`src/hw/rtl/rot_queue.sv`:
```
// rot_queue: small fifo between the front and back of the rotator
// depends on nothing but its parameters

module rot_queue #(
   parameter int DATA_W = 8,
   parameter int DEPTH  = 4
) (
   input  logic              clock,
   input  logic              reset,
   input  logic              push,
   input  logic [DATA_W-1:0] push_data,
   output logic              full,
   input  logic              pop,
   output logic              head_valid,
   output logic [DATA_W-1:0] head_data
);

   localparam int PW = (DEPTH > 1) ? $clog2(DEPTH) : 1;
   localparam int CNT_W = $clog2(DEPTH + 1);

   logic [DATA_W-1:0] slot_ff [DEPTH];
   logic [PW-1:0]     wr_ptr_ff, wr_ptr_in;
   logic [PW-1:0]     rd_ptr_ff, rd_ptr_in;
   logic [CNT_W-1:0]  count_ff, count_in;

   assign full       = (count_ff == CNT_W'(DEPTH));
   assign head_valid = (count_ff != '0);
   assign head_data  = slot_ff[rd_ptr_ff];

   // pointer and fill count updates
   always_comb begin
      wr_ptr_in = wr_ptr_ff;
      rd_ptr_in = rd_ptr_ff;
      count_in  = count_ff;
      if (push) begin
         wr_ptr_in = (wr_ptr_ff == PW'(DEPTH - 1)) ? '0 : wr_ptr_ff + PW'(1);
      end
      if (pop) begin
         rd_ptr_in = (rd_ptr_ff == PW'(DEPTH - 1)) ? '0 : rd_ptr_ff + PW'(1);
      end
      if (push && !pop) begin
         count_in = count_ff + CNT_W'(1);
      end else if (pop && !push) begin
         count_in = count_ff - CNT_W'(1);
      end
   end

   always_ff @(posedge clock) begin
      if (reset) begin
         wr_ptr_ff <= '0;
         rd_ptr_ff <= '0;
         count_ff  <= '0;
      end else begin
         wr_ptr_ff <= wr_ptr_in;
         rd_ptr_ff <= rd_ptr_in;
         count_ff  <= count_in;
      end
   end

   // slot storage
   always_ff @(posedge clock) begin
      if (push) begin
         slot_ff[wr_ptr_ff] <= push_data;
      end
   end

   assert property (@(posedge clock) disable iff (reset) !(push && full && !pop))
      else $error("push into a full queue");

   assert property (@(posedge clock) disable iff (reset) !(pop && count_ff == '0))
      else $error("pop from an empty queue");

endmodule

```
`config.mk`:
```
export PLATFORM = sky130hd
export DESIGN_NAME = rot_queue
export DESIGN_NICKNAME = d
export VERILOG_FILES = /design/src/hw/rtl/rot_queue.sv
export SDC_FILE = /design/constraint.sdc
export NUM_CORES = 1
export LEC_CHECK = 0
export BUFFER_PORTS_ARGS = -buffer_cell sky130_fd_sc_hd__buf_4
export CORE_ASPECT_RATIO = 0.9
export CORE_MARGIN = 1.5
export CORE_UTILIZATION = 24
export CTS_CLUSTER_DIAMETER = 80
export DETAILED_ROUTE_END_ITERATION = 10
export SLEW_MARGIN = 20
export SYNTH_ARGS = -nofsm -noshare
export SYNTH_HDL_FRONTEND = slang
export SYNTH_SLANG_ARGS = --single-unit
```
`constraint.sdc`:
```
create_clock -name clock -period 2.56 [get_ports clock]
set_clock_uncertainty 0.1 [all_clocks]
set_input_delay 0.128 -clock clock [delete_from_list [all_inputs] [get_ports clock]]
set_output_delay 0.128 -clock clock [all_outputs]
set_load 0.005 [all_outputs]
```
Word level (Yosys, flattened, before mapping):

Memories as Yosys holds them, arrays and structs flattened. A register that Yosys moved wholly into a read port is not among the register bits.
Cells that the tools add are included.

* register bits after elaboration: 7
* latch bits: 0
* bits in writable memories: 32
* ROM bits: 0
* input bits: 12
* output and inout bits: 10
* word-level logic and storage cells: 25
* memories kept: 1

Memories
* slot_ff: words 4, width 8, read ports 1, clocked after memory_dff 1, write ports 1, line 21 `logic [DATA_W-1:0] slot_ff [DEPTH];`

* add/sub/neg operators: 4
* $mul: 0
* div/mod/pow operators: 0
* order comparisons: 0
* equal/unequal tests: 3
* shift operators: 0
* mux-type cells: 8
* bitwise gates (word level): 0
* reductions and logical operators: 6

Operators by type and width (count)
* 2-to-1 mux 2 bit: 4
* 2-to-1 mux 3 bit: 2
* adder 2 x 1 -> 2 bit (second input constant): 2
* == test 2 bit (second input constant): 2
* adder 3 x 1 -> 3 bit (second input constant): 1
* == test 3 bit (second input constant): 1
* nonzero test 3 bit: 1
* subtractor 3 x 1 -> 3 bit (second input constant): 1
* logical AND 1 bit: 2
* logical NOT 1 bit: 2
* 2-to-1 mux 1 bit: 2
* nonzero test 2 bit: 1

Logic depth before layout (Yosys ltp):

* depth in word-level cells: 4
* gate-level depth with buffers: 7
* depth with buffers taken out: 7

Worst setup path before layout:

No wires, ideal clock.

* path kind: input-to-reg
* from: input pop
* to: register count_ff[2]
* setup time: 0.070 ns
* arrival: 1.320 ns
* required time: 2.390 ns
* setup slack: 1.070 ns
* cell stages on the path: 7
* path buffers: 0
* cell sequence: inv_1 ha_1 inv_1 fa_1 xor2_1 or3_1 a21oi_1

* longest elaborated chain between the ends: 3
* elaborated cells on any way between the ends: 5
* those cells by class: mux: 1; reduce/logical: 4

Ends and longest elaborated chain
* from (decl): line 13 `input logic pop,`
* logical NOT 1 bit: line 41 `if (push && !pop) begin`
* logical AND 1 bit: line 41
* 2-to-1 mux 3 bit or nonzero test 2 bit (tied branches)
* to (signal assigned): line 56 `count_ff <= count_in;`
* to (decl): line 24 `logic [CNT_W-1:0] count_ff, count_in;`

Several ways; a longest one is shown, not always the timed one.
A chain may end at the register's enable or synchronous reset.

==> summary.txt <==
Setup path
  • Cells on worst reg2reg path: 4
  • CP Max Fanout: 8
  • Setup crit end kind: output port
  • CP top delay family: flip-flops
  • Slowest-stage cell, CP: dfxtp_1
  • WS Path Type: reg -> out
  • Worst path bufs/invs: 1
  • Critical path depth: 2
  • Max incr delay on CP: 0.68 ns
  • Critical path arrival: 1.71 ns
  • Startpoint Class: flop
  • Data required, critical path: 2.33 ns
  • Cell chain of the critical path: mux4_2 -> buf_4
  • FF-to-FF Start: count_ff[0]

Clock tree
  • Clk pin slew, worst setup/hold paths: 0.07 ns
  • CTS max path bufs: 2
  • Clk_lat worst skew: 0.28 ns
  • Clock root buffer: clkbuf_8
  • H-tree depth: 2
  • TritonCTS clock tree: done
  • CTS sink count: 41
  • Post-cts gate resize count: 0
  • CTS Buf Count: 5

Placed design
  • Final Wtd Congestion: 0.7203
  • Cells after DPL: 195
  • Post-DP HPWL: 1854 um
  • IO Port Bufs: 21

Logic synthesis
  • Seq cells post-synth: 41
  • Syn Nets: 105
  • Top-area cell type share of the netlist area: 60.09%
  • Top cells by area, synth: edfxtp_1 (60%), dfxtp_1 (11%), mux4_2 (11%), ha_1 (4.7%), mux2i_1 (2.5%)
  • Cell count after synthesis: 86
  • Yosys Warn Count: 0
  • Sequential area share after synthesis: 71.36%
  • Syn_area_per_cell: 18.59 um2
  • Synthesized area: 1599 um2
  • Yosys cell types: 16
  • Top cell type by total area after synthesis: edfxtp_1

Global routing
  • Initial antenna violation count: 0
  • First-pass GRT wire length: 4222 um
  • Gr ovfl total: 0
  • Vias in the first global route: 878
  • Largest net degree at the start of global routing: 13
  • Total GRT Usage: 8.468%

Die
  • Die width: 89.04 um
  • Rows: 28
  • Die ar.: 7162 um2
  • Initial Util: 24.54%
  • # IOs: 22
  • Die Y-Extent: 80.44 um
  • Core Area: 6516 um2

Final layout
  • Area of the multi-input gates: 426.7 um2
  • ANT cells: 0
  • Register area: 1141 um2
  • Most frequent cells in the layout: edfxtp_1 (32), buf_4 (21), dfxtp_1 (9), dlygate4sd3_1 (9), mux4_2 (8)
  • Fraction of layout cells with a size suffix above 1: 28.93%
  • Layout fillers: 670
  • Commonest non-fill, non-tap cell in the layout: edfxtp_1
  • Non-filler cells, final: 211
  • Layout area overhead: 26.53%
  • Nets: 140

STA
  • Slew Limit Fails: 0
  • Setup-failing EPs final: 0
  • RSZ-0062 raised after global routing: no
  • Worst rel slew slack: 62.13%
  • Setup TNS after final layout: 0 ns
  • Final Hold Vio Count: 0
  • Final Cycle Share: 75.73%
  • Final Critical Period: 1.939 ns
  • Worst slew pin tran: 0.5673 ns
  • Max Clock Freq: 515.8 MHz

Power and ir drop
  • Leak: 0.7287 nW
  • Max VDD drop: 233.9 uV
  • Power per cell area: 662.0 nW/um2

Route
  • DRT iter0 DRCs: 37
  • Vias: 829
  • Wirelength per Cell: 12.55 um
  • Vias per cell: 3.929
  • Total routed wirelength: 2647 um
  • DR pass1 iterations: 4
  • DR DRC count: 0
  • Post-DRT Antenna Nets: 0

Worst hold path
  • HP Class: in -> reg
  • Hold path startpoint: push
  • Hold Crit Depth: 3

Status
  • Outcome: finished, final reports clean

Run
  • Max-Cap Viols: 0
[worst register-to-register path: cells and delay by family (launching register included)]
kind | cells | cell delay (ns)
compound gates | 1 | 0.15
flops | 1 | 0.35
xor+xnor | 1 | 0.16
simple gates | 1 | 0.32
fa+ha+maj | 1 | 0.44
[state kept, by name, indices dropped and copies added (netlist names), named ones only]
register / count
count_ff: 3
slot_ff: 32
rd_ptr_ff: 2
wr_ptr_ff: 2
[worst paths after layout]
kind                                endpoint  slack [ns]
worst max-delay path            head_data[3]        0.62
worst min register to register   count_ff[2]        0.41
worst max register to register   count_ff[2]        0.96
worst min-delay path            wr_ptr_ff[1]        0.07
[layer usage]
metal  up-vias  part of all wire (%)  routed length, um  GRT usage, %
li1        391                     -                  -             -
met1       409                    44               1169         9.608
met2        24                    49               1289         13.71
met3         5                   5.8                153         3.803
met4         0                   1.4                 36         3.692
met5         -                     0                  0             0
[kinds of logic after synthesis]
| logic type | Yosys count | synth area share [%] |
|---|---|---|
| simple gates | 15 | 4.929 |
| mux | 12 | 13.77 |
| compound gates | 3 | 0.9387 |
| buf+inv | 6 | 1.956 |
| xor+xnor | 2 | 1.096 |
| fa+ha+maj | 7 | 5.947 |
| flops | 41 | 71.36 |
[cell type report]
cell class                      instances  share of cell area [%]
Sequential cell                        41                   56.40
Multi-Input combinational cell         39                   21.09
Timing Repair Buffer                   30                   12.24
Tap cell                               90                   5.566
Clock buffer                            5                   3.401
Inverter                                4                  0.7421
Clock inverter                          2                  0.5566
[what timing repair did]
item | in CTS | in global routing
hold endpoints to repair | 41 | 0
hold buffers | 9 | 0
buffers inserted | 0 | 0
[power by group]
part           total, W  internal (W)  switching [W]  leakage, nW
logic          0.000169      0.000101      0.0000683        0.323
registers      0.000785      0.000757      0.0000280        0.368
clock network  0.000386      0.000183       0.000203       0.0377
[per-stage QoR]
| step | hold WS, ns | worst slack [ns] | power, W | util [%] | instance area, um2 |
|---|---|---|---|---|---|
| 2_1_floorplan | 0.09707 | 1.070 | 0.0008808 | - | 1599 |
| 3_3_place_gp | 0.2308 | 0.8951 | 0.0009509 | 28.44 | 1853 |
| 3_5_place_dp | 0.2339 | 0.8144 | 0.0009628 | 28.44 | 1853 |
| 4_1_cts | 0.05987 | 0.5381 | 0.001364 | 31.05 | 2023 |
| 5_1_grt | 0.07322 | 0.4847 | 0.001414 | 31.05 | 2023 |
| 6_report | 0.06919 | 0.6214 | 0.001339 | 31.05 | 2023 |
[synthesized netlist by cell type, drive strengths merged]
library cell and count:
nor2 7, and2 4, a21oi 2, buf 1, inv 4, edfxtp 32, dfxtp 9, mux4 8
mux2i 4, fa 1, o21ai 1, xor2 2, nor3b 2, clkbuf 1, ha 6, or3 2
(Power assumes the default switching activity.)
