--- config.mk ---
export PLATFORM = sky130hd
export DESIGN_NAME = rot_front
export DESIGN_NICKNAME = d
export VERILOG_FILES = /design/src/hw/rtl/rot_pkg.sv /design/src/hw/rtl/rot_front.sv
export SDC_FILE = /design/constraint.sdc
export NUM_CORES = 1
export LEC_CHECK = 0
export ABC_AREA = 1
export BUFFER_PORTS_ARGS = -buffer_cell sky130_fd_sc_hd__buf_2
export CAP_MARGIN = 5
export CORE_UTILIZATION = 62
export CTS_BUF_LIST = sky130_fd_sc_hd__clkbuf_16
export CTS_CLUSTER_DIAMETER = 60
export DETAILED_ROUTE_END_ITERATION = 10
export GPL_TIMING_DRIVEN = 0
export HOLD_SLACK_MARGIN = 0.15
export PLACE_DENSITY = 0.86
export SYNTH_ARGS = -nofsm -noshare
export SYNTH_HDL_FRONTEND = slang
export SYNTH_SLANG_ARGS = --single-unit
--- constraint.sdc ---
create_clock -name clock -period 12.5 [get_ports clock]
set_input_delay 1.25 -clock clock [delete_from_list [all_inputs] [get_ports clock]]
set_output_delay 1.25 -clock clock [all_outputs]
set_load 0.01 [all_outputs]
--- src/hw/rtl/rot_pkg.sv ---
// rot_pkg: shared types and constants for the clockwise image rotator
// pixel and result item layouts, register indexes of the csr port
// no dependencies

package rot_pkg;

   // csr port layout
   localparam int CSR_INDEX_W = 1;
   localparam int CSR_DATA_W  = 7;

   // register indexes
   localparam logic [CSR_INDEX_W-1:0] CSR_FRAME_WIDTH  = 1'b0;
   localparam logic [CSR_INDEX_W-1:0] CSR_FRAME_HEIGHT = 1'b1;

   // depth of the queue between front and back
   localparam int QUEUE_DEPTH = 4;

   // incoming raster pixel
   typedef struct packed {
      logic [7:0] red;
      logic [7:0] green;
      logic [7:0] blue;
   } pixel_type;

   // rotated pixel of the previous frame
   typedef struct packed {
      logic [7:0] out_red;
      logic [7:0] out_green;
      logic [7:0] out_blue;
      logic       out_valid;
      logic       out_last;
   } result_type;

endpackage

--- src/hw/rtl/rot_front.sv ---
// rot_front: accepts pixels, holds the frame registers and the write/read counters
// and turns each item into a write address plus read coordinates for the back end
// depends on rot_pkg

module rot_front #(
   parameter int MAX_WIDTH  = 64,
   parameter int MAX_HEIGHT = 64,
   localparam int WW      = $clog2(MAX_WIDTH + 1),
   localparam int HW      = $clog2(MAX_HEIGHT + 1),
   localparam int BANK    = MAX_WIDTH * MAX_HEIGHT,
   localparam int ADDR_W  = $clog2(2 * BANK),
   localparam int ENTRY_W = 24 + ADDR_W + 3 + HW + WW
) (
   input  logic                               clock,
   input  logic                               reset,
   input  logic                               req_valid,
   output logic                               req_ready,
   input  rot_pkg::pixel_type                 req_data,
   input  logic                               csr_valid,
   input  logic [rot_pkg::CSR_INDEX_W-1:0]    csr_index,
   input  logic [rot_pkg::CSR_DATA_W-1:0]     csr_wdata,
   input  logic                               q_full,
   output logic                               q_push,
   output logic [ENTRY_W-1:0]                 q_entry,
   output logic [WW-1:0]                      width
);

   localparam int IDX_W = $clog2(BANK + 1);
   localparam int CW    = rot_pkg::CSR_DATA_W + WW + HW;
   localparam int W_RST = (64 > MAX_WIDTH) ? MAX_WIDTH : 64;
   localparam int H_RST = (64 > MAX_HEIGHT) ? MAX_HEIGHT : 64;

   typedef struct packed {
      rot_pkg::pixel_type  pix;
      logic [ADDR_W-1:0]   wr_addr;
      logic                rd_on;
      logic                rd_bank;
      logic [HW-1:0]       rd_base;
      logic [WW-1:0]       rd_row;
      logic                last;
   } entry_type;

   logic [WW-1:0]    width_ff, width_in;
   logic [HW-1:0]    height_ff, height_in;
   logic [IDX_W-1:0] total_ff, total_in;
   logic             settle_ff, settle_in;
   logic             write_bank_ff, write_bank_in;
   logic [IDX_W-1:0] write_index_ff, write_index_in;
   logic [WW-1:0]    read_row_ff, read_row_in;
   logic [HW-1:0]    read_col_ff, read_col_in;
   logic             prev_ready_ff, prev_ready_in;

   logic [CW-1:0]    csr_val;
   logic [CW-1:0]    w_clamp;
   logic [CW-1:0]    h_clamp;
   logic             last_pos;
   logic [IDX_W-1:0] idx;
   logic [WW-1:0]    rr;
   logic [HW-1:0]    rc;
   logic             col_wrap;
   logic             row_wrap;
   entry_type        entry;

   // clamp written dimensions into 1..max
   always_comb begin
      csr_val = CW'(csr_wdata);
      w_clamp = (csr_val == '0) ? CW'(1) :
                ((csr_val > CW'(MAX_WIDTH)) ? CW'(MAX_WIDTH) : csr_val);
      h_clamp = (csr_val == '0) ? CW'(1) :
                ((csr_val > CW'(MAX_HEIGHT)) ? CW'(MAX_HEIGHT) : csr_val);
      width_in  = width_ff;
      height_in = height_ff;
      if (csr_valid && csr_index == rot_pkg::CSR_FRAME_WIDTH) begin
         width_in = w_clamp[WW-1:0];
      end
      if (csr_valid && csr_index == rot_pkg::CSR_FRAME_HEIGHT) begin
         height_in = h_clamp[HW-1:0];
      end
      total_in  = IDX_W'(width_ff * height_ff);
      settle_in = csr_valid;
   end

   // hold off items in the cycle after a write so the frame size settles
   assign req_ready = !q_full && !settle_ff;
   assign q_push    = req_valid && req_ready;
   assign width     = width_ff;

   // classify the item: write slot, read coordinates, end of rotated frame
   always_comb begin
      last_pos = ({1'b0, write_index_ff} + (IDX_W + 1)'(1)) >= {1'b0, total_ff};
      idx      = (write_index_ff < total_ff) ? write_index_ff : total_ff - IDX_W'(1);
      rr       = (read_row_ff < width_ff) ? read_row_ff : width_ff - WW'(1);
      rc       = (read_col_ff < height_ff) ? read_col_ff : height_ff - HW'(1);
      col_wrap = ({1'b0, read_col_ff} + (HW + 1)'(1)) >= {1'b0, height_ff};
      row_wrap = ({1'b0, read_row_ff} + (WW + 1)'(1)) >= {1'b0, width_ff};

      entry.pix     = req_data;
      entry.wr_addr = write_bank_ff ? ADDR_W'(BANK) + ADDR_W'(idx) : ADDR_W'(idx);
      entry.rd_on   = prev_ready_ff;
      entry.rd_bank = !write_bank_ff;
      entry.rd_base = height_ff - HW'(1) - rc;
      entry.rd_row  = rr;
      entry.last    = prev_ready_ff && (read_row_ff == width_ff - WW'(1)) &&
                      (read_col_ff == height_ff - HW'(1));
      q_entry       = entry;
   end

   // counter updates per accepted item
   always_comb begin
      write_bank_in  = write_bank_ff;
      write_index_in = write_index_ff;
      read_row_in    = read_row_ff;
      read_col_in    = read_col_ff;
      prev_ready_in  = prev_ready_ff;
      if (q_push) begin
         if (prev_ready_ff) begin
            if (col_wrap) begin
               read_col_in = '0;
               read_row_in = row_wrap ? '0 : read_row_ff + WW'(1);
            end else begin
               read_col_in = read_col_ff + HW'(1);
            end
         end
         if (last_pos) begin
            write_bank_in  = !write_bank_ff;
            write_index_in = '0;
            read_row_in    = '0;
            read_col_in    = '0;
            prev_ready_in  = 1'b1;
         end else begin
            write_index_in = write_index_ff + IDX_W'(1);
         end
      end
   end

   // state registers
   always_ff @(posedge clock) begin
      if (reset) begin
         width_ff       <= WW'(W_RST);
         height_ff      <= HW'(H_RST);
         total_ff       <= IDX_W'(W_RST * H_RST);
         settle_ff      <= 1'b0;
         write_bank_ff  <= 1'b0;
         write_index_ff <= '0;
         read_row_ff    <= '0;
         read_col_ff    <= '0;
         prev_ready_ff  <= 1'b0;
      end else begin
         width_ff       <= width_in;
         height_ff      <= height_in;
         total_ff       <= total_in;
         settle_ff      <= settle_in;
         write_bank_ff  <= write_bank_in;
         write_index_ff <= write_index_in;
         read_row_ff    <= read_row_in;
         read_col_ff    <= read_col_in;
         prev_ready_ff  <= prev_ready_in;
      end
   end

   // frame completion swaps banks and restarts the counters
   assert property (@(posedge clock) disable iff (reset)
      (q_push && last_pos) |=> (write_index_ff == '0 && prev_ready_ff))
      else $error("frame completion did not restart the write counter");

   // no item slips in right after a register write
   assert property (@(posedge clock) disable iff (reset)
      csr_valid |=> !q_push)
      else $error("item accepted while frame size settles");

endmodule

## Yosys cells after proc, flatten, opt, wreduce, memory -nomap -nowiden

Cells that the tools add are included.

| storage, ports and cells | value |
|---|---|
| input port bits | 37 |
| bits in registers | 57 |
| output and inout port bits | 63 |

| cells by class | value |
|---|---|
| bitwise gates (word level) | 1 |
| add/sub/neg operators | 11 |
| reductions and logical operators | 15 |
| $lt $le $gt $ge | 7 |
| multiply operators | 1 |
| eq/ne operators | 2 |
| multiplexer cells | 14 |

Operators with widths:

| operator | number |
|---|---|
| $mux 7 | 11 |
| $mux 13 | 3 |
| $add 7x1->8 const B | 2 |
| $ge 8x7->1 | 2 |
| $add 13x1->14 const B | 1 |
| $add 7x1->7 const B | 2 |
| $eq 7x7->1 | 2 |
| $ge 14x13->1 | 1 |
| $lt 7x7->1 | 2 |
| $sub 7x1->7 const B | 2 |
| $add 13x1->13 const B | 1 |
| $add 13x13->13 const A | 1 |
| $lt 13x13->1 | 1 |
| $mul 7x7->13 | 1 |
| $sub 13x1->13 const B | 1 |
| $gt 7x7->1 const B | 1 |
| $logic_not 7->1 | 1 |
| $sub 7x7->7 | 1 |
| $logic_and 1x1->1 | 6 |
| $reduce_and 2->1 | 2 |
| $reduce_bool 2->1 | 2 |
| $logic_not 1->1 | 3 |
| $reduce_and 3->1 | 1 |
| $not 1->1 | 1 |

## Logic depth before layout (Yosys ltp)

| depth | value |
|---|---|
| depth after elaboration | 6 |
| depth in mapped cells | 24 |
| gate-level depth less buffers | 24 |

## Worst setup path before layout

No wires, ideal clock.

| path | value |
|---|---|
| path type | flip-flop to output port |
| start point | register height_ff[5] |
| end point | output q_entry[14] |
| stages on the path, launching flop included | 17 |
| buffers on the path | 2 |
| path slack | 8.315 ns |
| arrival | 2.935 ns |
| path through | dfxtp_1 -> clkbuf_1 -> inv_1 -> ha_1 -> nand2_1 -> inv_1 -> nand4_1 -> o211ai_1 -> clkbuf_1 -> o21ai_0 -> ha_1 -> fa_1 -> o21ai_0 -> nand2_1 -> nand2_1 -> a21oi_1 -> xor2_1 |

| between the ends | value |
|---|---|
| word-level cells in the longest chain between the ends | 3 |
| elaborated cells on any way between the ends | 4 |

RTL lines:

| item | RTL line | text |
|---|---|---|
| start: declaration | rot_front.sv:44 | `logic [HW-1:0] height_ff, height_in;` |
| start signal: assignment | rot_front.sv:140 | `height_ff <= HW'(H_RST);` |
| start signal: assignment | rot_front.sv:150 | `height_ff <= height_in;` |
| $sub 7x1->7 or $lt 7x7->1 (tied branches) | rot_front.sv:93, rot_front.sv:101 |  |
| $mux 7 | rot_front.sv:93 | `rc = (read_col_ff < height_ff) ? read_col_ff : height_ff - HW'(1);` |
| $sub 7x7->7 * | rot_front.sv:101 | `entry.rd_base = height_ff - HW'(1) - rc;` |
| end: declaration | rot_front.sv:24 | `output logic [ENTRY_W-1:0] q_entry,` |

Every way passes the cells marked *; elsewhere a longest branch is shown, timed or not.

## Worst setup path after layout

| path | value |
|---|---|
| start point | register height_ff[6] |
| end point | output q_entry[14] |

Same word-level chain as after synthesis.

==> reports/qor.yml <==
power:
  p_leak_nw: 4.197
  ir_worst_vdd_mv: 0.08198
  powerDensity_nw_per_um2: 101.8
  power_mw: 0.7677
synth:
  synth_warnings: 0
  synth-async-reset-ratio_pct: 0
  synthXorXnorAreaFrac_pct: 7.333
  synth_top_family_by_area: "adder cells"
  synth_enable_flop_cells: 0
  syn_avg_cell_area_um2: 6.832
  synth_cell_types: 43
  ys.flop_type: "dfxtp_1"
  ys_seq_elements: 57
  ys_seq_area_share_pct: 17.06
  synth_cells: 979
  synth_compound_area_share_pct: 11.99
  synth.area.mux_share_pct: 0.3180
  synth-simple-area-share_pct: 23.34
  synth_fa_ha_area_share_pct: 25.14
  syn_nets: 1136
  synth_area_um2: 6689
worst_setup_path:
  critPathSlowestCell: "fa_1"
  cp-end-kind: "primary output"
  path_delay_family: "buffers and inverters"
  r2r_end: "total_ff[9]"
  cp-start-kind: "flip-flop"
  reg2reg_from: "height_ff[5]"
  r2r_slack_ns: 8.02
  crit_top_cell: "nand2_1"
  worst-path-buf-inv: 5
  critical-path-max-stage-delay_ns: 0.40
  reg2reg_depth: 16
  crit_chain: "clkbuf_1 -> inv_1 -> ha_1 -> nand2_1 -> inv_1 -> nand4_1 -> o211ai_1 -> clkbuf_1 -> o21ai_0 -> ha_1 -> fa_1 -> o21ai_0 -> nand2_1 -> nand2_1 -> a21oi_1 -> xor2_1 -> buf_2"
  arrival_ns: 3.91
  path_class: "reg2out"
  cp.required_ns: 11.25
  cp.depth: 17
  cp_max_fo: 10
global_routing:
  antenna_found_initial: 0
  grt_pass1_vias: 6027
  grt_pass1_wl_um: 27480
  grtUsageTotal_pct: 30.73
  grt_max_degree: 11
  grt-ovfl-total: 0
place:
  dp_worst_setup_slack_ns: 7.741
  portBuffers: 74
  gp_congestion: 0.8938
  dp_hpwl_um: 13110
timing:
  finalClockSkew_ns: 0.009195
  finalMaxSlewViolations: 0
  fmax_mhz: 193.7
  setup_viol: 0
  setup_tns_ns: 0
  layout_min_cycle_time_ns: 5.163
  layout_setup_ws_ns: 7.337
  tightest_slew_ns: 0.6854
  relSlewSlack_pct: 54.31
  rsz0062_at_grt: "no"
  fin_crit_sh_pct: 41.30
  hold_viol: 0
detailed_routing:
  postRouteAntennaNets: 0
  via_per_inst: 5.369
  drt-wirelength-per-cell_um: 13.95
  drtIter0Drc: 417
  drc: 0
  drt_wl_total_um: 16810
  via_count: 6470
  dr.pass1.iters: 5
clock_tree:
  htree_levels: 3
  clockBufferDepth: 2
  clkSlewWorstSetupHoldPaths_ns: 0.06
  clk-insertion-delay-late_ns: 0.33
  cts_hold_buf: 0
  clock-sinks: 57
  post_cts_resized: 0
  cts_setup_buffers: 0
  cts_inserted_buffers: 9
  cts_root_buffer: "clkbuf_16"
  cts_tree: "yes"
hold_path:
  hold_path.startpoint: "read_col_ff[0]"
  holdPathEnd: "read_col_ff[0]"
  min_path_type: "reg2reg"
  holdPathStages: 2
floorplanning:
  rows: 37
  die_y_um: 105.9
  num_io_pins: 100
  core_um2: 10370
  die_area_um2: 11210
  initial_core_util_pct: 64.50
  die_w_um: 105.9
cells_and_area:
  drive_above_1_share_pct: 13.94
  final_util_pct: 72.71
  area_growth_pct: 12.72
  insertedDiodeCount: 0
  final_common_cell: "nand2_1"
  final_nets: 1221
  final_cell_mix: "nand2_1, inv_1, ha_1, nor2_1, buf_2"
flow_run:
  drv_cap: 0
outcome:
  outcome: "complete, no violations"
==> cell families after synthesis <==
kind of cell    after synthesis
compound gates              144
buf+inv                     231
fa+ha+maj                   120
xor+xnor                     56
simple gates                369
mux                           2
flops                        57
==> tightest hold or removal path, delay by kind of cell (launching register included) <==
family	cells	cell delay, ns
simple gates	1	0.08
compound gates	1	0.05
flops	1	0.35
==> synthesized netlist by cell type (2+ instances only) <==
library cell  instances  area share, %
nand4_1              11            1.0
o21ai_1               3           0.22
ha_1                 96             18
clkbuf_2              2           0.15
nor2_1               92            5.2
buf_4                25            2.8
a21oi_1              61            4.6
nor3_1               16            1.2
a211oi_1              3           0.34
nand3_1              45            3.4
nand2_2               6           0.56
a211oi_2              5           0.94
clkbuf_1             14           0.79
xor2_1               48            6.3
o211ai_1              5           0.56
o21ai_0              57            4.3
nand2_1             188             11
nor2_2                2           0.19
o21bai_1              4           0.45
inv_2                 2           0.11
dfxtp_1              57             17
xnor2_1               8            1.0
nand2_4               4           0.67
inv_1               175            9.8
buf_6                 2           0.34
fa_1                 24            7.2
buf_2                 8           0.60
==> where the power goes <==
part	total, mW	internal [mW]	switching, mW
clock	0.260	0.172	0.0878
combinational	0.302	0.115	0.186
sequential	0.206	0.194	0.0125
==> per-layer routing <==
| metal | vias up | part of all wire [%] | GRT usage, % |
|---|---|---|---|
| li1 | 3242 | - | - |
| met1 | 2944 | 44 | 38.26 |
| met2 | 240 | 48 | 53.03 |
| met3 | 44 | 5.7 | 4.700 |
| met4 | 0 | 3.0 | 12.10 |
| met5 | - | 0 | 0 |
==> how the worst max path moves through the flow <==
stage	endpoint	slack [ns]	from
2_1_floorplan	q_entry[14]	8.31	height_ff[5]
3_3_place_gp	q_entry[14]	7.77	height_ff[6]
3_5_place_dp	q_entry[14]	7.74	height_ff[6]
4_1_cts	q_entry[14]	7.36	height_ff[6]
5_1_grt	q_entry[14]	7.01	height_ff[6]
6_report	q_entry[14]	7.34	height_ff[6]
==> sequential cells by signal, indices dropped and copies added, names as in the netlist <==
signal          cells
write_index_ff     13
width               7
total_ff           13
read_row_ff         7
prev_ready_ff       1
read_col_ff         7
write_bank_ff       1
height_ff           7
settle_ff           1
==> cell type report <==
cell class                      instances  area, um^2
Fill cell                             893        2830
Sequential cell                        57        1141
Clock buffer                            9       225.2
Multi-Input combinational cell        691        4557
Clock inverter                          7       85.08
Timing Repair Buffer                   74       370.4
Buffer                                 52       316.6
Inverter                              179       674.4
Tap cell                              136       170.2
==> per-stage QoR <==
stage / instances / hold WS [ns] / cell area, um^2
2_1_floorplan: 979 / 0.4845 / 6689
3_3_place_gp: 1189 / 0.5056 / 7229
3_5_place_dp: 1189 / 0.5130 / 7229
4_1_cts: 1205 / 0.5206 / 7540
5_1_grt: 1205 / 0.5574 / 7540
6_report: 1205 / 0.5223 / 7540
No activity file was read; power rests on OpenSTA's default activity.
